### config.mk
export PLATFORM = sky130hd
export DESIGN_NAME = tga_truecolor_rle_decoder_flat
export DESIGN_NICKNAME = d
export VERILOG_FILES = /design/src/hw/rtl/tga_rle_pkg.sv /design/src/hw/rtl/tga_rle_if.sv /design/src/hw/rtl/tga_truecolor_rle_decoder.sv /design/src/hw/rtl/tga_rle_core.sv /design/src/hw/rtl/tga_rle_rsp_buf.sv /design/src/flat_wrapper.sv
export VERILOG_INCLUDE_DIRS = /design/src /design/src/hw/rtl
export SDC_FILE = /design/constraint.sdc
export NUM_CORES = 2
export LEC_CHECK = 0
export BUFFER_PORTS_ARGS = -buffer_cell sky130_fd_sc_hd__buf_2
export CORE_MARGIN = 3
export CORE_UTILIZATION = 55
export DETAILED_ROUTE_END_ITERATION = 8
export GPL_TIMING_DRIVEN = 0
export PLACE_DENSITY_LB_ADDON = 0.2
export SYNTH_ARGS = -nofsm -noshare
export SYNTH_HDL_FRONTEND = slang
export SYNTH_HIERARCHICAL = 1
export SYNTH_SLANG_ARGS = --single-unit
### constraint.sdc
create_clock -name clock -period 7.8 [get_ports clock]
set_input_delay 1.17 -clock clock [delete_from_list [all_inputs] [get_ports clock]]
set_output_delay 1.17 -clock clock [all_outputs]
set_load 0.05 [all_outputs]
### src/hw/rtl/assert_macros.svh
// ----------------------------------------------------------------------------
// Assertion macros
// Shared concurrent assertion forms, clocked and gated by reset.
// ----------------------------------------------------------------------------
`ifndef ASSERT_MACROS_SVH
`define ASSERT_MACROS_SVH

// Check a condition at every clock edge outside reset.
`define ASSERT_ALWAYS(label, clk, rst, expr) \
   label: assert property (@(posedge clk) disable iff (rst) (expr)) \
      else $error("assertion failed");

// Check that a condition implies another in the same cycle.
`define ASSERT_IMPLIES(label, clk, rst, ante, cons) \
   label: assert property (@(posedge clk) disable iff (rst) (ante) |-> (cons)) \
      else $error("assertion failed");

// Check that a condition implies another in the next cycle.
`define ASSERT_NEXT(label, clk, rst, ante, cons) \
   label: assert property (@(posedge clk) disable iff (rst) (ante) |=> (cons)) \
      else $error("assertion failed");

`endif

### src/hw/rtl/tga_rle_pkg.sv
// ----------------------------------------------------------------------------
// tga_rle_pkg
// Types shared by the TGA RLE decoder modules.
// ----------------------------------------------------------------------------
package tga_rle_pkg;

   typedef enum logic [2:0] {
      ST_PIXEL  = 3'd0,
      ST_HEADER = 3'd1,
      ST_TYPE   = 3'd2,
      ST_DEPTH  = 3'd3,
      ST_BUSY   = 3'd4,
      ST_ENDED  = 3'd5
   } tga_status_type;

   typedef struct packed {
      tga_status_type status;
      logic [31:0]    pixel;
      logic [2:0]     pixel_bytes;
      logic [15:0]    width;
      logic [15:0]    height;
      logic           last_pixel;
   } tga_rsp_type;

   typedef struct packed {
      logic main_valid;
      logic skid_valid;
   } tga_buf_status_type;

endpackage

### src/hw/rtl/tga_rle_if.sv
// ----------------------------------------------------------------------------
// tga_rle_if
// Valid/ready channels for input beats and result beats.
// ----------------------------------------------------------------------------
interface tga_req_if;
   logic       valid;
   logic       ready;
   logic       mode;
   logic [7:0] data_byte;

   modport source (output valid, output mode, output data_byte, input ready);
   modport sink (input valid, input mode, input data_byte, output ready);
endinterface

interface tga_rsp_if;
   logic        valid;
   logic        ready;
   logic [2:0]  status;
   logic [31:0] pixel;
   logic [2:0]  pixel_bytes;
   logic [15:0] width;
   logic [15:0] height;
   logic        last_pixel;

   modport source (output valid, output status, output pixel, output pixel_bytes,
                   output width, output height, output last_pixel, input ready);
   modport sink (input valid, input status, input pixel, input pixel_bytes,
                 input width, input height, input last_pixel, output ready);
endinterface

### src/hw/rtl/tga_truecolor_rle_decoder.sv
// ----------------------------------------------------------------------------
// tga_truecolor_rle_decoder
// TGA type 2 / type 10 decoder fed one byte or drain tick per beat.
//
//   channel    dir  handshake          payload
//   req_chan   in   valid/ready        mode, data_byte
//   rsp_chan   out  valid/ready        status, pixel, pixel_bytes, width,
//                                      height, last_pixel
//
// One beat per cycle while req_chan.ready is high; each beat is decoded in the
// cycle it is accepted and its result, if any, is registered for the next cycle.
// The width*height and skip products are registered; they settle by the time
// the last header byte arrives.
// Reset is synchronous; no clearing pass.
// req_chan.ready drops only while both result register and skid stage hold.
// ----------------------------------------------------------------------------
`include "assert_macros.svh"

module tga_truecolor_rle_decoder import tga_rle_pkg::*; (
   input logic     clock,
   input logic     reset,
   tga_req_if.sink req_chan,
   tga_rsp_if.source rsp_chan
);

   logic               accept;
   logic               res_valid;
   logic               space;
   tga_rsp_type        res;
   tga_rsp_type        out_data;
   tga_buf_status_type buf_status;

   assign req_chan.ready = space;
   assign accept         = req_chan.valid && space;

   tga_rle_core u_core (
      .clock     (clock),
      .reset     (reset),
      .accept    (accept),
      .mode      (req_chan.mode),
      .data_byte (req_chan.data_byte),
      .res_valid (res_valid),
      .res       (res)
   );

   tga_rle_rsp_buf u_rsp_buf (
      .clock      (clock),
      .reset      (reset),
      .push       (res_valid),
      .push_data  (res),
      .space      (space),
      .out_valid  (rsp_chan.valid),
      .out_ready  (rsp_chan.ready),
      .out_data   (out_data),
      .buf_status (buf_status)
   );

   assign rsp_chan.status      = out_data.status;
   assign rsp_chan.pixel       = out_data.pixel;
   assign rsp_chan.pixel_bytes = out_data.pixel_bytes;
   assign rsp_chan.width       = out_data.width;
   assign rsp_chan.height      = out_data.height;
   assign rsp_chan.last_pixel  = out_data.last_pixel;

   `ASSERT_IMPLIES(a_skid_behind_main, clock, reset, buf_status.skid_valid,
      buf_status.main_valid)
   `ASSERT_IMPLIES(a_last_is_pixel, clock, reset, rsp_chan.valid && rsp_chan.last_pixel,
      out_data.status == ST_PIXEL)
   `ASSERT_IMPLIES(a_non_pixel_zero, clock, reset,
      rsp_chan.valid && out_data.status != ST_PIXEL, rsp_chan.pixel == 32'd0)
   `ASSERT_NEXT(a_push_lands, clock, reset, res_valid, buf_status.main_valid)

endmodule

### src/hw/rtl/tga_rle_core.sv
// ----------------------------------------------------------------------------
// tga_rle_core
// Header parser, skip counter, pixel assembler and RLE packet decoder.
// State advances on each accepted beat; the result goes out combinationally.
// ----------------------------------------------------------------------------
module tga_rle_core import tga_rle_pkg::*; (
   input  logic        clock,
   input  logic        reset,
   input  logic        accept,
   input  logic        mode,
   input  logic [7:0]  data_byte,
   output logic        res_valid,
   output tga_rsp_type res
);

   typedef enum logic [2:0] {
      PH_HEADER,
      PH_SKIP,
      PH_PIXELS,
      PH_REPEAT,
      PH_DONE
   } phase_type;

   localparam logic [4:0] HDR_ID_LEN  = 5'd0;
   localparam logic [4:0] HDR_MAP     = 5'd1;
   localparam logic [4:0] HDR_KIND    = 5'd2;
   localparam logic [4:0] HDR_MAP_LO  = 5'd5;
   localparam logic [4:0] HDR_MAP_HI  = 5'd6;
   localparam logic [4:0] HDR_W_LO    = 5'd12;
   localparam logic [4:0] HDR_W_HI    = 5'd13;
   localparam logic [4:0] HDR_H_LO    = 5'd14;
   localparam logic [4:0] HDR_H_HI    = 5'd15;
   localparam logic [4:0] HDR_DEPTH   = 5'd16;
   localparam logic [4:0] HDR_LAST    = 5'd17;
   localparam logic [7:0] KIND_RAW    = 8'd2;
   localparam logic [7:0] KIND_RLE    = 8'd10;

   phase_type   phase_ff, phase_in;
   logic [4:0]  hdr_cnt_ff, hdr_cnt_in;
   logic [7:0]  id_len_ff, id_len_in;
   logic [7:0]  map_type_ff, map_type_in;
   logic [7:0]  kind_ff, kind_in;
   logic [15:0] map_len_ff, map_len_in;
   logic [15:0] width_ff, width_in;
   logic [15:0] height_ff, height_in;
   logic [7:0]  depth_ff, depth_in;
   logic [23:0] skip_ff, skip_in;
   logic [31:0] pix_ff, pix_in;
   logic [1:0]  byte_idx_ff, byte_idx_in;
   logic [6:0]  pkt_left_ff, pkt_left_in;
   logic        pkt_run_ff, pkt_run_in;
   logic        await_hdr_ff, await_hdr_in;
   logic [31:0] done_cnt_ff, done_cnt_in;
   logic [31:0] total_ff, total_in;
   logic [23:0] skip_calc_ff, skip_calc_in;

   logic [2:0]  bpp;
   logic [31:0] done_next;
   logic        is_last;
   logic [31:0] pix_built;
   logic [23:0] skip_dec;
   logic [6:0]  pkt_dec;

   assign total_in     = 32'(width_ff) * 32'(height_ff);
   assign skip_calc_in = 24'(id_len_ff) + 24'(map_type_ff) * 24'(map_len_ff);

   assign bpp = (depth_ff[7:6] == 2'b00 && depth_ff[5:3] != 3'd0 && depth_ff[5:3] <= 3'd4)
                ? depth_ff[5:3] : 3'd0;
   assign done_next = done_cnt_ff + 32'd1;
   assign is_last   = (done_next >= total_ff);
   assign pix_built = ((byte_idx_ff == 2'd0) ? 32'd0 : pix_ff)
                      | (32'(data_byte) << {byte_idx_ff, 3'b000});
   assign skip_dec  = skip_ff - 24'd1;
   assign pkt_dec   = pkt_left_ff - 7'd1;

   always_comb begin
      phase_in         = phase_ff;
      hdr_cnt_in       = hdr_cnt_ff;
      id_len_in        = id_len_ff;
      map_type_in      = map_type_ff;
      kind_in          = kind_ff;
      map_len_in       = map_len_ff;
      width_in         = width_ff;
      height_in        = height_ff;
      depth_in         = depth_ff;
      skip_in          = skip_ff;
      pix_in           = pix_ff;
      byte_idx_in      = byte_idx_ff;
      pkt_left_in      = pkt_left_ff;
      pkt_run_in       = pkt_run_ff;
      await_hdr_in     = await_hdr_ff;
      done_cnt_in      = done_cnt_ff;
      res_valid        = 1'b0;
      res.status       = ST_PIXEL;
      res.pixel        = 32'd0;
      res.pixel_bytes  = bpp;
      res.width        = width_ff;
      res.height       = height_ff;
      res.last_pixel   = 1'b0;

      if (accept) begin
         if (phase_ff == PH_DONE) begin
            res_valid  = 1'b1;
            res.status = ST_ENDED;
         end else if (mode) begin
            if (phase_ff == PH_REPEAT) begin
               pkt_left_in = pkt_dec;
               done_cnt_in = done_next;
               res_valid   = 1'b1;
               res.pixel   = pix_ff;
               if (is_last) begin
                  phase_in       = PH_DONE;
                  res.last_pixel = 1'b1;
               end else if (pkt_dec == 7'd0) begin
                  phase_in     = PH_PIXELS;
                  await_hdr_in = 1'b1;
               end
            end
         end else begin
            unique case (phase_ff)
               PH_HEADER: begin
                  unique case (hdr_cnt_ff)
                     HDR_ID_LEN: id_len_in   = data_byte;
                     HDR_MAP:    map_type_in = data_byte;
                     HDR_KIND:   kind_in     = data_byte;
                     HDR_MAP_LO: map_len_in  = {map_len_ff[15:8], data_byte};
                     HDR_MAP_HI: map_len_in  = {data_byte, map_len_ff[7:0]};
                     HDR_W_LO:   width_in    = {width_ff[15:8], data_byte};
                     HDR_W_HI:   width_in    = {data_byte, width_ff[7:0]};
                     HDR_H_LO:   height_in   = {height_ff[15:8], data_byte};
                     HDR_H_HI:   height_in   = {data_byte, height_ff[7:0]};
                     HDR_DEPTH:  depth_in    = data_byte;
                     default: ;
                  endcase
                  if (hdr_cnt_ff < HDR_LAST) begin
                     hdr_cnt_in = hdr_cnt_ff + 5'd1;
                  end else begin
                     hdr_cnt_in = 5'd0;
                     res_valid  = 1'b1;
                     if (kind_ff != KIND_RAW && kind_ff != KIND_RLE) begin
                        phase_in   = PH_DONE;
                        res.status = ST_TYPE;
                     end else if (bpp == 3'd0) begin
                        phase_in   = PH_DONE;
                        res.status = ST_DEPTH;
                     end else begin
                        res.status = ST_HEADER;
                        skip_in    = skip_calc_ff;
                        if (skip_calc_ff != 24'd0) begin
                           phase_in = PH_SKIP;
                        end else begin
                           phase_in     = (total_ff == 32'd0) ? PH_DONE : PH_PIXELS;
                           await_hdr_in = 1'b1;
                           byte_idx_in  = 2'd0;
                           pix_in       = 32'd0;
                        end
                     end
                  end
               end
               PH_SKIP: begin
                  skip_in = skip_dec;
                  if (skip_dec == 24'd0) begin
                     phase_in     = (total_ff == 32'd0) ? PH_DONE : PH_PIXELS;
                     await_hdr_in = 1'b1;
                     byte_idx_in  = 2'd0;
                     pix_in       = 32'd0;
                  end
               end
               PH_REPEAT: begin
                  res_valid  = 1'b1;
                  res.status = ST_BUSY;
               end
               PH_PIXELS: begin
                  if (kind_ff == KIND_RLE && await_hdr_ff) begin
                     pkt_run_in   = data_byte[7];
                     pkt_left_in  = data_byte[6:0];
                     await_hdr_in = 1'b0;
                     byte_idx_in  = 2'd0;
                     pix_in       = 32'd0;
                  end else begin
                     pix_in = pix_built;
                     if ({1'b0, byte_idx_ff} + 3'd1 < bpp) begin
                        byte_idx_in = byte_idx_ff + 2'd1;
                     end else begin
                        byte_idx_in = 2'd0;
                        done_cnt_in = done_next;
                        res_valid   = 1'b1;
                        res.pixel   = pix_built;
                        if (is_last) begin
                           phase_in       = PH_DONE;
                           res.last_pixel = 1'b1;
                        end else if (kind_ff == KIND_RLE) begin
                           priority if (pkt_left_ff == 7'd0) begin
                              await_hdr_in = 1'b1;
                           end else if (pkt_run_ff) begin
                              phase_in = PH_REPEAT;
                           end else begin
                              pkt_left_in = pkt_dec;
                           end
                        end
                     end
                  end
               end
               default: ;
            endcase
         end
      end
   end

   always_ff @(posedge clock) begin
      total_ff     <= total_in;
      skip_calc_ff <= skip_calc_in;
      if (reset) begin
         phase_ff     <= PH_HEADER;
         hdr_cnt_ff   <= 5'd0;
         id_len_ff    <= 8'd0;
         map_type_ff  <= 8'd0;
         kind_ff      <= 8'd0;
         map_len_ff   <= 16'd0;
         width_ff     <= 16'd0;
         height_ff    <= 16'd0;
         depth_ff     <= 8'd0;
         skip_ff      <= 24'd0;
         pix_ff       <= 32'd0;
         byte_idx_ff  <= 2'd0;
         pkt_left_ff  <= 7'd0;
         pkt_run_ff   <= 1'b0;
         await_hdr_ff <= 1'b1;
         done_cnt_ff  <= 32'd0;
      end else begin
         phase_ff     <= phase_in;
         hdr_cnt_ff   <= hdr_cnt_in;
         id_len_ff    <= id_len_in;
         map_type_ff  <= map_type_in;
         kind_ff      <= kind_in;
         map_len_ff   <= map_len_in;
         width_ff     <= width_in;
         height_ff    <= height_in;
         depth_ff     <= depth_in;
         skip_ff      <= skip_in;
         pix_ff       <= pix_in;
         byte_idx_ff  <= byte_idx_in;
         pkt_left_ff  <= pkt_left_in;
         pkt_run_ff   <= pkt_run_in;
         await_hdr_ff <= await_hdr_in;
         done_cnt_ff  <= done_cnt_in;
      end
   end

endmodule

### src/hw/rtl/tga_rle_rsp_buf.sv
// ----------------------------------------------------------------------------
// tga_rle_rsp_buf
// Result register with a skid stage; input stays open while one beat waits.
// ----------------------------------------------------------------------------
module tga_rle_rsp_buf import tga_rle_pkg::*; (
   input  logic               clock,
   input  logic               reset,
   input  logic               push,
   input  tga_rsp_type        push_data,
   output logic               space,
   output logic               out_valid,
   input  logic               out_ready,
   output tga_rsp_type        out_data,
   output tga_buf_status_type buf_status
);

   logic        main_valid_ff, main_valid_in;
   logic        skid_valid_ff, skid_valid_in;
   tga_rsp_type main_ff, main_in;
   tga_rsp_type skid_ff, skid_in;
   logic        main_free;

   assign space     = !skid_valid_ff;
   assign out_valid = main_valid_ff;
   assign out_data  = main_ff;
   assign main_free = !main_valid_ff || out_ready;

   assign buf_status.main_valid = main_valid_ff;
   assign buf_status.skid_valid = skid_valid_ff;

   always_comb begin
      main_valid_in = main_valid_ff;
      skid_valid_in = skid_valid_ff;
      main_in       = main_ff;
      skid_in       = skid_ff;
      if (main_free) begin
         if (skid_valid_ff) begin
            main_in       = skid_ff;
            main_valid_in = 1'b1;
            skid_valid_in = 1'b0;
         end else begin
            main_in       = push_data;
            main_valid_in = push;
         end
      end else if (push) begin
         skid_in       = push_data;
         skid_valid_in = 1'b1;
      end
   end

   always_ff @(posedge clock) begin
      main_ff <= main_in;
      skid_ff <= skid_in;
      if (reset) begin
         main_valid_ff <= 1'b0;
         skid_valid_ff <= 1'b0;
      end else begin
         main_valid_ff <= main_valid_in;
         skid_valid_ff <= skid_valid_in;
      end
   end

endmodule
### src/flat_wrapper.sv
// flat-port wrapper written by rule: the top's interface ports become plain ports
module tga_truecolor_rle_decoder_flat import tga_rle_pkg::*;
  (clock, reset, req_chan_valid, req_chan_mode, req_chan_data_byte, req_chan_ready, rsp_chan_valid, rsp_chan_status, rsp_chan_pixel, rsp_chan_pixel_bytes, rsp_chan_width, rsp_chan_height, rsp_chan_last_pixel, rsp_chan_ready);
  tga_req_if req_chan_i ();
  tga_rsp_if rsp_chan_i ();
  input logic clock;
  input logic reset;
  input wire logic [$bits(req_chan_i.valid)-1:0] req_chan_valid;
  input wire logic [$bits(req_chan_i.mode)-1:0] req_chan_mode;
  input wire logic [$bits(req_chan_i.data_byte)-1:0] req_chan_data_byte;
  output wire logic [$bits(req_chan_i.ready)-1:0] req_chan_ready;
  output wire logic [$bits(rsp_chan_i.valid)-1:0] rsp_chan_valid;
  output wire logic [$bits(rsp_chan_i.status)-1:0] rsp_chan_status;
  output wire logic [$bits(rsp_chan_i.pixel)-1:0] rsp_chan_pixel;
  output wire logic [$bits(rsp_chan_i.pixel_bytes)-1:0] rsp_chan_pixel_bytes;
  output wire logic [$bits(rsp_chan_i.width)-1:0] rsp_chan_width;
  output wire logic [$bits(rsp_chan_i.height)-1:0] rsp_chan_height;
  output wire logic [$bits(rsp_chan_i.last_pixel)-1:0] rsp_chan_last_pixel;
  input wire logic [$bits(rsp_chan_i.ready)-1:0] rsp_chan_ready;
  assign req_chan_i.valid = req_chan_valid;
  assign req_chan_i.mode = req_chan_mode;
  assign req_chan_i.data_byte = req_chan_data_byte;
  assign req_chan_ready = req_chan_i.ready;
  assign rsp_chan_valid = rsp_chan_i.valid;
  assign rsp_chan_status = rsp_chan_i.status;
  assign rsp_chan_pixel = rsp_chan_i.pixel;
  assign rsp_chan_pixel_bytes = rsp_chan_i.pixel_bytes;
  assign rsp_chan_width = rsp_chan_i.width;
  assign rsp_chan_height = rsp_chan_i.height;
  assign rsp_chan_last_pixel = rsp_chan_i.last_pixel;
  assign rsp_chan_i.ready = rsp_chan_ready;
  tga_truecolor_rle_decoder u_core (.clock(clock), .reset(reset), .req_chan(req_chan_i), .rsp_chan(rsp_chan_i));
endmodule
==> parameters.txt <==
Parameter                              Value

STA
  Period utilisation layout ... 0.959
  Clock period minus worst slack ... 7.48 ns
  Total of endpoints with negative setup slack in the final report ... 0
  Setup clock skew after layout ... 0.0446 ns
  Number of max-slew violations in the final report ... 0
  Worst slew margin relative to its limit ... 0.190
  Slew @ Worst Pin ... 1.21 ns
  Unrepaired setup endpoints after global routing ... no
  Max frequency ... about 0.13 GHz
  Number of failing hold endpoints at the final stage ... 0

Run
  Max Cap Viol ... 0

Routing
  Wire length reported by the detailed router ... 77,500 µm
  Top routing layer in use ... met4
  DRT Pass-1 Iters ... 6
  DRC violation count after routing ... 0
  WL met2 ... about 35,000 µm
  Routed wl met3 ... roughly 6000 µm
  Initial drt markers ... about 2.0k
  Post-Route M1 WL ... ~34,000 µm
  Total via count after detailed routing ... between 20k and 25k
  Via/cell ratio ... 5.75
  Post-DRT Antenna Nets ... 0
  Routed len/inst ... 19.4 µm

Critical path
  Max FO, Critical Path ... 10
  Kind of critical path ... register to register
  Reg2reg end ... u_core/u_core/total_ff[31]$_DFF_P_
  Reg-to-reg slack, setup ... 0.32 ns
  Worst setup EP type ... register
  Req. time, crit path ... 8.31 ns
  R2R cell count ... 24
  Launching element type of the critical path ... register
  Arrival time of the worst setup path ... roughly 8 ns
  Startpoint of the most critical register-to-register path ... u_core/u_core/width_ff[7]$_SDFFE_PP0P_

GRT
  Vias in the first global route ... between 20k and 25k
  Global-route wire length before repair ... between 100,000 and 150,000 µm
  Initial antenna violation count ... 0
  GRT Total Usage ... 0.269
  Final global-route overflow total ... 0
  Maximum number of pins on one net before global-route repair ... 71

Final layout
  Share of final-layout standard cells stronger than drive strength 1 ... 0.0896
  Utilization after layout ... 0.611
  Count of antenna diodes in the layout ... 0
  Leading cell type in the layout, fill and taps excluded ... inv_1
  Number of nets in the finished design ... between 3k and 4k
  Highest-count cells in the layout ignoring fill and taps ... inv_1 (405), nand2_1 (336), fa_1 (286)
  FILL cells ... between 4k and 5k
  Synthesis-to-layout area growth ... 9.53%

Floorplan
  Die extent in y ... 240 µm
  Die area ... around 58,000 µm²
  Initial core utilization ... 0.558
  Horiz. Die Dim ... around 240 µm
  Boundary pin count ... 86
  Site Rows ... 85
  Standard cell core area ... 53,900 µm²

Placed design
  RD Place Congestion ... ~0.9
  Buffers on Ports ... 85
  Hpwl dp ... about 58,000 µm

Worst hold path
  Worst min path class ... register to register
  Startpoint of the tightest hold check path ... u_core/u_core/kind_ff[6]$_SDFFE_PP0P_
  End point of the worst hold path ... u_core/u_core/kind_ff[6]$_SDFFE_PP0P_
  Hold path depth ... 2

Clock tree
  Total setup buffers inserted after CTS ... 0
  Worst-case clock buffer depth ... 3
  Library cell used as clock root buffer ... clkbuf_16
  Number of H-tree levels ... 2
  Num CTS Buffers ... 42
  CTS tree ... done
  Clock net sink count ... between 300 and 400
  Latest clock arrival within the worst-skew pair ... between 0.5 and 0.6 ns
  Reg clk slew, reported paths ... 0.06 ns

Pwr
  Peak supply drop ... about 0.14 mV
  Power density relative to cell area ... around 130 nW/µm²
  Static Leakage ... 14.3 nW
  Total power of the final layout ... approximately 4.3 mW

Yosys
  Synthesized Nets ... ~3.6k
  Syn_area_per_cell ... around 9.6 µm²
  Synthesis warning total ... 6
  Post-Synthesis Cell Area ... between 30,000 and 40,000 µm²
  Gate Count Post-Synth ... 3,127

Run status
  Status ... completed
==> how the worst max path moves through the flow <==
stage / from / slack [ns] / endpoint
floorplan: rsp_chan_ready / 1.23 / u_core/u_rsp_buf/skid_ff[0]$_DFFE_PP_
global placement: rsp_chan_ready / -0.88 / u_core/u_rsp_buf/skid_ff[26]$_DFFE_PP_
detailed placement: u_core/u_core/height_ff[7]$_SDFFE_PP0P_ / 0.12 / u_core/u_core/total_ff[28]$_DFF_P_
CTS: u_core/u_core/height_ff[7]$_SDFFE_PP0P_ / 0.03 / u_core/u_core/total_ff[28]$_DFF_P_
global route: u_core/u_core/height_ff[7]$_SDFFE_PP0P_ / 0.04 / u_core/u_core/total_ff[28]$_DFF_P_
finish: u_core/u_core/width_ff[7]$_SDFFE_PP0P_ / 0.32 / u_core/u_core/total_ff[31]$_DFF_P_
==> state kept, by name (all words and copies together), names as in the netlist, 5 cells and up <==
name and cells:
u_core/u_core/height_ff 16, u_core/u_core/skip_ff 24, u_core/u_rsp_buf/out_data 71, u_core/u_core/total_ff 32, u_core/u_core/depth_ff 5, u_core/u_core/map_type_ff 8
u_core/u_core/pkt_left_ff 7, u_core/u_core/done_cnt_ff 32, u_core/u_core/kind_ff 8, u_core/u_core/pix_ff 32, u_core/u_rsp_buf/skid_ff 71, u_core/u_core/map_len_ff 16
u_core/u_core/id_len_ff 8, u_core/u_core/skip_calc_ff 24, u_core/u_core/hdr_cnt_ff 5, u_core/u_core/width_ff 16
==> routing by layer <==
| layer | track usage | up-vias |
|---|---|---|
| li1 | - | 10500 |
| met1 | 0.384 | 11300 |
| met2 | 0.422 | 945 |
| met3 | 0.0479 | 146 |
| met4 | 0.0792 | 0 |
| met5 | 0 | - |
==> through the flow <==
| step | hold slack, ns | instances | area, µm² | setup TNS, ns | setup slack (ns) |
|---|---|---|---|---|---|
| global placement | 0.438 | 3908 | 31400 | -61.81 | -0.882 |
| global route | 0.479 | 3988 | 32900 | 0 | 0.0403 |
| CTS | 0.462 | 3988 | 32900 | 0 | 0.0256 |
| floorplan | 0.428 | 3127 | 30100 | 0 | 1.23 |
| detailed placement | 0.449 | 3911 | 31500 | 0 | 0.121 |
| finish | 0.460 | 3988 | 32900 | 0 | 0.316 |
==> report_power, final <==
group / total, mW / leakage [nW] / internal [mW] / switching, mW
registers: 2.07 / 3.38 / 2.07 / 0.00558
clock network: 2.11 / 0.715 / 1.23 / 0.874
logic: 0.0958 / 10.2 / 0.0249 / 0.0709
total: 4.28 / 14.3 / 3.32 / 0.951
==> final cells by class <==
type	instances	area [µm²]	share of cell area
repair buffers	88	493	0.0150
plain buffers	148	723	0.0220
well taps	696	871	0.0264
flip-flops and latches	384	9110	0.276
clock buffers	48	1090	0.0332
inverters	405	1520	0.0461
clock inverters	29	382	0.0116
multi-input cells	2190	18800	0.569
==> worst max-delay path, stage by stage, from the launching register on <==
cell      delay, ns
dfxtp_1        0.69
clkbuf_1       0.59
nand2_1        0.17
fa_1           0.56
inv_1          0.05
fa_1           0.51
inv_1          0.06
fa_1           0.53
inv_1          0.05
fa_1           0.49
fa_1           0.50
inv_1          0.06
fa_1           0.54
inv_1          0.06
ha_1           0.32
nand2_1        0.08
nor2_1         0.04
a211oi_1       0.51
o21a_1         0.22
a311oi_1       0.09
a311o_1        0.50
a31oi_1        0.31
o31ai_1        0.12
a21oi_1        0.20
xnor2_1        0.14
==> repair_timing <==
item | 4_1_cts | 5_1_grt
gates resized for setup | 0 | 11
hold endpoints to repair | 0 | 0
endpoints found under the setup margin | 0 | 5
hold buffers | 0 | 0
(Power assumes the default switching activity.)
